--- config.mk ---
export PLATFORM = sky130hd
export DESIGN_NAME = lzw_compressor_9bit
export DESIGN_NICKNAME = d
export VERILOG_FILES = /design/src/rtl/lzw_pkg.sv /design/src/rtl/lzw_datapath.sv /design/src/rtl/lzw_ctrl.sv /design/src/rtl/lzw_compressor_9bit.sv
export SDC_FILE = /design/constraint.sdc
export NUM_CORES = 2
export LEC_CHECK = 0
export ABC_AREA = 1
export BUFFER_PORTS_ARGS = -buffer_cell sky130_fd_sc_hd__buf_4
export CAP_MARGIN = 20
export CORE_UTILIZATION = 29
export CTS_CLUSTER_SIZE = 12
export DETAILED_ROUTE_END_ITERATION = 6
export HOLD_SLACK_MARGIN = 0.05
export PLACE_DENSITY_LB_ADDON = 0.3
export SYNTH_ARGS = -nofsm -noshare
export SYNTH_HDL_FRONTEND = slang
export SYNTH_HIERARCHICAL = 1
export SYNTH_MEMORY_MAX_BITS = 65536
export SYNTH_SLANG_ARGS = --single-unit
--- constraint.sdc ---
create_clock -name clk_i -period 6.7 [get_ports clk_i]
set_input_delay 0.335 -clock clk_i [delete_from_list [all_inputs] [get_ports clk_i]]
set_output_delay 0.335 -clock clk_i [all_outputs]
set_load 0.02 [all_outputs]
--- src/rtl/lzw_pkg.sv ---
`timescale 1ns / 1ps
`default_nettype none
package lzw_pkg;

  typedef enum logic [2:0] {
    ST_IDLE,
    ST_SEARCH,
    ST_EMIT_PFX,
    ST_EMIT_TAIL,
    ST_EMIT_END
  } lzw_state_e;

  // Commands from the controller to the datapath.
  typedef struct packed {
    logic start_item;   // capture byte, flag and begin the dictionary scan
    logic scan_step;    // advance the scan pointer by one entry
    logic take_hit;     // prefix becomes the matching code
    logic add_miss;     // write the new pair and restart the prefix at the byte
    logic first_item;   // prefix restarts at the byte without a search
    logic end_reset;    // return to the empty dictionary
  } lzw_cmd_t;

  // Status from the datapath to the controller.
  typedef struct packed {
    logic started;
    logic scan_done;    // the entry under the pointer is past the last valid code
    logic scan_hit;     // the entry read last matches the key
    logic last_flag;
  } lzw_stat_t;

  typedef enum logic [1:0] {
    SEL_CLEAR,
    SEL_PREFIX,
    SEL_END
  } lzw_osel_e;

endpackage
`default_nettype wire

--- src/rtl/lzw_datapath.sv ---
`timescale 1ns / 1ps
`default_nettype none
module lzw_datapath #(
  parameter int DictCodes = 512,
  parameter int CodeWidth = 9
) (
  input  wire logic                clk_i,
  input  wire logic                rst_ni,
  input  wire logic [7:0]          data_byte_i,
  input  wire logic                end_of_stream_i,
  input  wire lzw_pkg::lzw_cmd_t   cmd_i,
  output lzw_pkg::lzw_stat_t       stat_o,
  output logic [CodeWidth-1:0]     prefix_o
);
  import lzw_pkg::*;

  localparam int Entries = DictCodes - 258;
  localparam int AddrW   = $clog2(Entries);
  localparam int FreeW   = CodeWidth + 1;
  localparam int EntryW  = CodeWidth + 8;

  logic [EntryW-1:0]    mem_q [Entries];
  logic [EntryW-1:0]    rd_q;
  logic [FreeW-1:0]     free_q, free_d;
  logic [FreeW-1:0]     ptr_q, ptr_d;
  logic [FreeW-1:0]     hit_code_q;
  logic                 rd_vld_q;
  logic [CodeWidth-1:0] prefix_q, prefix_d;
  logic [7:0]           byte_q;
  logic                 last_q;
  logic                 started_q, started_d;
  logic [EntryW-1:0]    key;
  logic [FreeW-1:0]     first_free;
  logic [FreeW-1:0]     rd_idx;

  assign first_free = FreeW'(258);
  assign key        = {prefix_q, byte_q};
  assign rd_idx     = ptr_q - first_free;

  // Memory: one write port for new pairs, one registered read port for the scan.
  always_ff @(posedge clk_i) begin
    if (cmd_i.add_miss && (free_q < FreeW'(DictCodes))) begin
      mem_q[AddrW'(free_q - first_free)] <= key;
    end
    rd_q <= mem_q[AddrW'(rd_idx)];
  end

  always_comb begin
    free_d    = free_q;
    prefix_d  = prefix_q;
    started_d = started_q;
    ptr_d     = ptr_q;
    if (cmd_i.start_item) begin
      ptr_d = first_free;
    end else if (cmd_i.scan_step) begin
      ptr_d = ptr_q + FreeW'(1);
    end
    if (cmd_i.first_item) begin
      prefix_d  = CodeWidth'(byte_q);
      started_d = 1'b1;
    end
    if (cmd_i.take_hit) begin
      prefix_d = hit_code_q[CodeWidth-1:0];
    end
    if (cmd_i.add_miss) begin
      prefix_d = CodeWidth'(byte_q);
      if (free_q < FreeW'(DictCodes)) begin
        free_d = free_q + FreeW'(1);
      end
    end
    if (cmd_i.end_reset) begin
      free_d    = first_free;
      prefix_d  = '0;
      started_d = 1'b0;
    end
  end

  always_ff @(posedge clk_i or negedge rst_ni) begin
    if (!rst_ni) begin
      free_q    <= FreeW'(258);
      prefix_q  <= '0;
      started_q <= 1'b0;
      ptr_q     <= FreeW'(258);
      rd_vld_q  <= 1'b0;
    end else begin
      free_q    <= free_d;
      prefix_q  <= prefix_d;
      started_q <= started_d;
      ptr_q     <= ptr_d;
      rd_vld_q  <= cmd_i.scan_step && (ptr_q < free_q);
    end
  end

  always_ff @(posedge clk_i) begin
    if (cmd_i.start_item) begin
      byte_q <= data_byte_i;
      last_q <= end_of_stream_i;
    end
    hit_code_q <= ptr_q;
  end

  // The read data is registered and lags the pointer, so a hit belongs to ptr_q - 1.
  always_comb begin
    stat_o.started   = started_q;
    stat_o.scan_hit  = rd_vld_q && (rd_q == key);
    stat_o.scan_done = (ptr_q >= free_q) && !rd_vld_q;
    stat_o.last_flag = last_q;
  end

  assign prefix_o = prefix_q;
endmodule
`default_nettype wire

--- src/rtl/lzw_ctrl.sv ---
`timescale 1ns / 1ps
`default_nettype none
module lzw_ctrl (
  input  wire logic                clk_i,
  input  wire logic                rst_ni,
  input  wire logic                in_valid_i,
  output logic                     in_ready_o,
  output logic                     out_valid_o,
  input  wire logic                out_ready_i,
  output lzw_pkg::lzw_osel_e       osel_o,
  output lzw_pkg::lzw_cmd_t        cmd_o,
  input  wire lzw_pkg::lzw_stat_t  stat_i
);
  import lzw_pkg::*;

  lzw_state_e state_q, state_d;
  logic       fire;

  assign fire = out_valid_o && out_ready_i;

  always_ff @(posedge clk_i or negedge rst_ni) begin
    if (!rst_ni) begin
      state_q <= ST_IDLE;
    end else begin
      state_q <= state_d;
    end
  end

  always_comb begin
    state_d     = state_q;
    cmd_o       = '0;
    in_ready_o  = 1'b0;
    out_valid_o = 1'b0;
    osel_o      = SEL_PREFIX;
    unique case (state_q)
      ST_IDLE: begin
        in_ready_o = 1'b1;
        if (in_valid_i) begin
          cmd_o.start_item = 1'b1;
          state_d          = ST_SEARCH;
        end
      end
      ST_SEARCH: begin
        if (!stat_i.started) begin
          // First byte of a stream: the clear code goes out first.
          out_valid_o = 1'b1;
          osel_o      = SEL_CLEAR;
          if (fire) begin
            cmd_o.first_item = 1'b1;
            state_d = stat_i.last_flag ? ST_EMIT_TAIL : ST_IDLE;
          end
        end else if (stat_i.scan_hit) begin
          cmd_o.take_hit = 1'b1;
          state_d = stat_i.last_flag ? ST_EMIT_TAIL : ST_IDLE;
        end else if (stat_i.scan_done) begin
          state_d = ST_EMIT_PFX;
        end else begin
          cmd_o.scan_step = 1'b1;
        end
      end
      ST_EMIT_PFX: begin
        out_valid_o = 1'b1;
        if (fire) begin
          cmd_o.add_miss = 1'b1;
          state_d = stat_i.last_flag ? ST_EMIT_TAIL : ST_IDLE;
        end
      end
      ST_EMIT_TAIL: begin
        out_valid_o = 1'b1;
        if (fire) begin
          state_d = ST_EMIT_END;
        end
      end
      ST_EMIT_END: begin
        out_valid_o = 1'b1;
        osel_o      = SEL_END;
        if (fire) begin
          cmd_o.end_reset = 1'b1;
          state_d         = ST_IDLE;
        end
      end
      default: state_d = ST_IDLE;
    endcase
  end
endmodule
`default_nettype wire

--- src/rtl/lzw_compressor_9bit.sv ---
`timescale 1ns / 1ps
`default_nettype none
// Channel  Signals                                   Direction
// in       in_valid_i in_ready_o data_byte_i end_of_stream_i    request in
// out      out_valid_o out_ready_i code_word_o last_of_stream_o  request out
// A request scans the dictionary one entry per cycle through a registered
// memory read port. Results wait while out_ready_i is low, and no new
// request is taken until all codes of the current one are delivered.
// Reset empties the dictionary and starts a new stream.
module lzw_compressor_9bit #(
  parameter int DictCodes = 512,
  parameter int CodeWidth = 9
) (
  input  wire logic                 clk_i,
  input  wire logic                 rst_ni,
  input  wire logic                 in_valid_i,
  output logic                      in_ready_o,
  input  wire logic [7:0]           data_byte_i,
  input  wire logic                 end_of_stream_i,
  output logic                      out_valid_o,
  input  wire logic                 out_ready_i,
  output logic [CodeWidth-1:0]      code_word_o,
  output logic                      last_of_stream_o
);
  import lzw_pkg::*;

  lzw_cmd_t             cmd;
  lzw_stat_t            stat;
  lzw_osel_e            osel;
  logic [CodeWidth-1:0] prefix;

  lzw_ctrl u_ctrl (
    .clk_i       (clk_i),
    .rst_ni      (rst_ni),
    .in_valid_i  (in_valid_i),
    .in_ready_o  (in_ready_o),
    .out_valid_o (out_valid_o),
    .out_ready_i (out_ready_i),
    .osel_o      (osel),
    .cmd_o       (cmd),
    .stat_i      (stat)
  );

  lzw_datapath #(
    .DictCodes (DictCodes),
    .CodeWidth (CodeWidth)
  ) u_dp (
    .clk_i           (clk_i),
    .rst_ni          (rst_ni),
    .data_byte_i     (data_byte_i),
    .end_of_stream_i (end_of_stream_i),
    .cmd_i           (cmd),
    .stat_o          (stat),
    .prefix_o        (prefix)
  );

  always_comb begin
    unique case (osel)
      SEL_CLEAR:  code_word_o = CodeWidth'(256);
      SEL_END:    code_word_o = CodeWidth'(257);
      default:    code_word_o = prefix;
    endcase
    last_of_stream_o = (osel == SEL_END);
  end
endmodule
`default_nettype wire

==> impl_summary.log <==
[metrics] length of the first detailed-routing pass in iterations: 6
[metrics] count of max-cap constraint violations: 0
[metrics] arrival time at the worst endpoint: 6080 ps
[metrics] fraction of power consumed by combinational cells: 32.9%
[metrics] number of DRC markers after the initial detailed-route iteration: 12.6k
[metrics] instance count after placement with tap cells included: 22.5k
[metrics] Synth-to-Final Area Change: 13.1%
[metrics] clock slew at reported path FFs: 60 ps
[metrics] Min Clock Period, post-route: 5130 ps
[metrics] count of mapped cells out of synthesis: 14.9k
[metrics] headroom to the max-slew limit: 17.4%
[metrics] area occupied by registers: 131000 um2
[metrics] clock latency of the later-clocked register in the worst-skew pair: 1060 ps
[metrics] commonest non-fill, non-tap cells in the layout: nand2_1 (4683), edfxtp_1 (4327), nand3_1 (4138)
[metrics] number of nets in the finished design: 14.9k
[metrics] flip-flop cell with the highest count after synthesis: edfxtp_1
[metrics] Synth warnings: 6
[metrics] vertical die dimension: 785 um
[metrics] net switching power: 32.9 mW
[metrics] number of antenna violations at the first check in global routing: 16
[metrics] number of vias after detailed routing: 116k
[metrics] sort of element at the start of the critical path: flop
[metrics] Critical Path End Type: flop
[metrics] number of global-route vias before repair: 108k
[metrics] total of fill cells in the finished design: 60.2k
[metrics] Avg Vias per Cell: 5.00
[metrics] slew at the pin closest to its max-slew limit: 1240 ps
[metrics] largest fanout on the critical path: 65
[metrics] share of final-layout standard cells stronger than drive strength 1: 7.53%
[metrics] slowest cell on the critical path: dfstp_4
[metrics] residual antenna-violating net count after detailed routing: 0
[metrics] Fmax: 195 MHz
[metrics] critical-path cell list: inv_8 -> ha_4 -> nand2_1 -> nand2_8 -> clkinv_8 -> buf_12 -> buf_4 -> nand3_1 -> nand3_1 -> nand2_1 -> nand2_1 -> nand3_1 -> nand3_1 -> nand2_1
[metrics] largest buffer count on any clock path: 4
[metrics] clk sinks: 4387
[metrics] number of failing hold endpoints at the final stage: 0
[metrics] static leakage: 69.8 nW
[metrics] library cell used as clock root buffer: clkbuf_16
[metrics] switching share of total power: 39.1%
[metrics] Setup Skew: 98.7 ps
[metrics] number of I/O port buffers: 24
[metrics] clock buffer count from CTS: 441
[metrics] width of the chip: 785 um
[metrics] gpl congestion: 0.842
[metrics] most common cell after layout, fill and taps aside: nand2_1
[metrics] buffers inserted by post-CTS timing repair: 0
[metrics] wire length after detailed routing: 559000 um
[metrics] Post-Syn Nets: 14.9k
[metrics] worst voltage drop across the vdd grid: 499 uV
[metrics] Fin Hold WS: 125 ps
[metrics] final setup vio count: 0
[metrics] initial cell density of the core: 29.1%
[metrics] run status: finished clean
[metrics] syn_area_per_cell: 11.9 um2
[metrics] Placeable Area: 611000 um2
[metrics] footprint of the multi-input gates: 41100 um2
[metrics] max-slew violation count: 0
[metrics] worst min path class: in -> reg
[metrics] Clock Power Share: 27.4%
[metrics] final core utilization: 32.9%
[metrics] global-route usage over all layers: 17.4%
[metrics] CP Class: reg -> reg
[metrics] power density over the cells: 418 nW/um2
[metrics] final global-route overflow total: 0
[metrics] number of enable-type register cells in the synthesized netlist: 4327
[metrics] post-cts sizing count: 0
[metrics] summed negative setup slack over all endpoints: 0 ps
[metrics] global-route wire length before repair: 802000 um
[metrics] setup repair after global routing missed its margin: false
[metrics] sequential share of power: 39.7%
[metrics] number of standard cells in the layout, taps in and fillers out: 23.3k
[metrics] area of the die: 616000 um2
[metrics] internal cell power: 51.2 mW
[metrics] post-synthesis cell type count: 42
[metrics] number of placement rows: 287
[metrics] largest net degree at the start of global routing: 187
[metrics] synthesized flop and latch total: 4387
[metrics] number of buffers inserted by hold repair at cts: 24
[metrics] Seq/Total Area, Yosys: 73.8%
[metrics] number of remaining DRC errors: 0
[metrics] ys async rst share: 0.775%
[metrics] Slowest Stage Delay on Critical Path: 910 ps
[metrics] post-synthesis instance area: 178000 um2
[metrics] half-perimeter wire length after placement: 305000 um
[metrics] wire length per cell after detailed routing: 24.0 um
[metrics] CTS H-Tree Depth: 5
[metrics] TritonCTS clock tree: done
[metrics] part of the cycle the worst path needs: 76.6%
[metrics] Data required, critical path: 7650 ps
[metrics] IO Pins: 25
[worst max-delay path: cells and delay by family (launching register included)]
kind          cells  cell delay [ps]
simple gates      9             2020
fa+ha+maj         1              290
buf+inv           4             1590
flops             1              910
[synth_stat cells, types with 2 or more instances]
library cell,instances,area [um2]
dfrtp_1,30,751
buf_2,653,3270
o21ai_0,23,115
ha_1,19,238
inv_1,221,830
nand3_1,4138,20700
xor2_1,7,61.3
edfxtp_1,4327,130000
a221oi_1,3,26.3
buf_6,40,450
xnor2_1,3,26.3
clkinv_1,2,7.51
nand3_2,3,30.0
o22ai_1,4,25.0
nor2_1,316,1190
a21oi_1,20,100
dfxtp_1,26,521
o211ai_1,12,90.1
nor2_4,2,22.5
xor2_2,4,65.1
clkbuf_1,183,687
nand2_1,4699,17600
nand4_1,9,56.3
nand2_2,6,37.5
dfstp_2,4,105
o32ai_1,7,61.3
buf_4,58,435
nor3_1,9,45.0
a211oi_1,2,15.0
inv_2,10,37.5
buf_1,53,199
[sequential cells by signal, indices dropped and copies added, names as in the netlist]
signal and flops:
u_dp/last_q 1, u_dp/free_q 10, u_ctrl/state_q 3, u_dp/rd_vld_q 1
u_dp/mem_q 4318, u_dp/hit_code_q 9, u_dp/prefix_o 9, u_dp/byte_q 8
u_dp/started_q 1, u_dp/rd_q 17, u_dp/ptr_q 10
[worst paths after layout]
check                                start                  to  slack [ps]  cells after the start
hold / removal             end_of_stream_i         u_dp/last_q         130                      2
max in group asynchronous           rst_ni    u_dp/prefix_o[1]        5900                      4
min in group asynchronous           rst_ni      u_dp/free_q[1]         540                      3
setup / recovery             u_dp/ptr_q[1]        u_dp/rd_q[6]        1570                     14
setup reg to reg             u_dp/ptr_q[1]        u_dp/rd_q[6]        1570                     14
hold reg to reg              u_dp/ptr_q[8]  u_dp/hit_code_q[8]         450                      0
[power by group through the flow]
stage,logic (mW),registers (mW),clock network [mW]
global placement,27.7,33.9,0
floorplan,14.7,34.9,0
detailed placement,27.6,33.9,0
finish,27.7,33.3,23.0
CTS,27.7,33.3,23.5
global route,29.4,33.3,24.4
[layout make-up]
type                       instances  area share (%)
sequential                      4387            65.3
multi-input combinational       9295            20.4
clock buffer                     593            5.84
tap                             8092            5.03
timing repair buffer             491            2.35
clock inverter                   157           0.621
inverter                         235           0.463
antenna                            4         0.00497
[stage by stage]
stage / power [mW] / setup WS [ps] / instance area, um2
6_report: 84.1 / 1570 / 201000
5_1_grt: 87.2 / 1540 / 201000
4_1_cts: 84.5 / 1590 / 201000
3_5_place_dp: 61.5 / 1590 / 188000
3_3_place_gp: 61.6 / 1520 / 187000
2_1_floorplan: 49.6 / 1190 / 178000
[routing by layer]
layer / wire length [um] / track usage (%) / vias to the layer above
met5: 45 / 0 / -
met4: 18700 / 5.47 / 8
met3: 37100 / 2.21 / 775
met2: 261000 / 28.1 / 4196
met1: 242000 / 24.5 / 58700
li1: - / - / 52600
[kinds of logic after synthesis]
| family | count (synthesis) | share of synthesized area [%] |
|---|---|---|
| AND/OR/NAND/NOR | 9187 | 22.4 |
| flip-flops | 4387 | 73.8 |
| buffers and inverters | 1222 | 3.33 |
| AO/OA/AOI/OAI | 75 | 0.260 |
| adder cells (fa/ha/maj) | 19 | 0.134 |
| XOR/XNOR | 14 | 0.0858 |
Power figures use the tool's default switching activity.
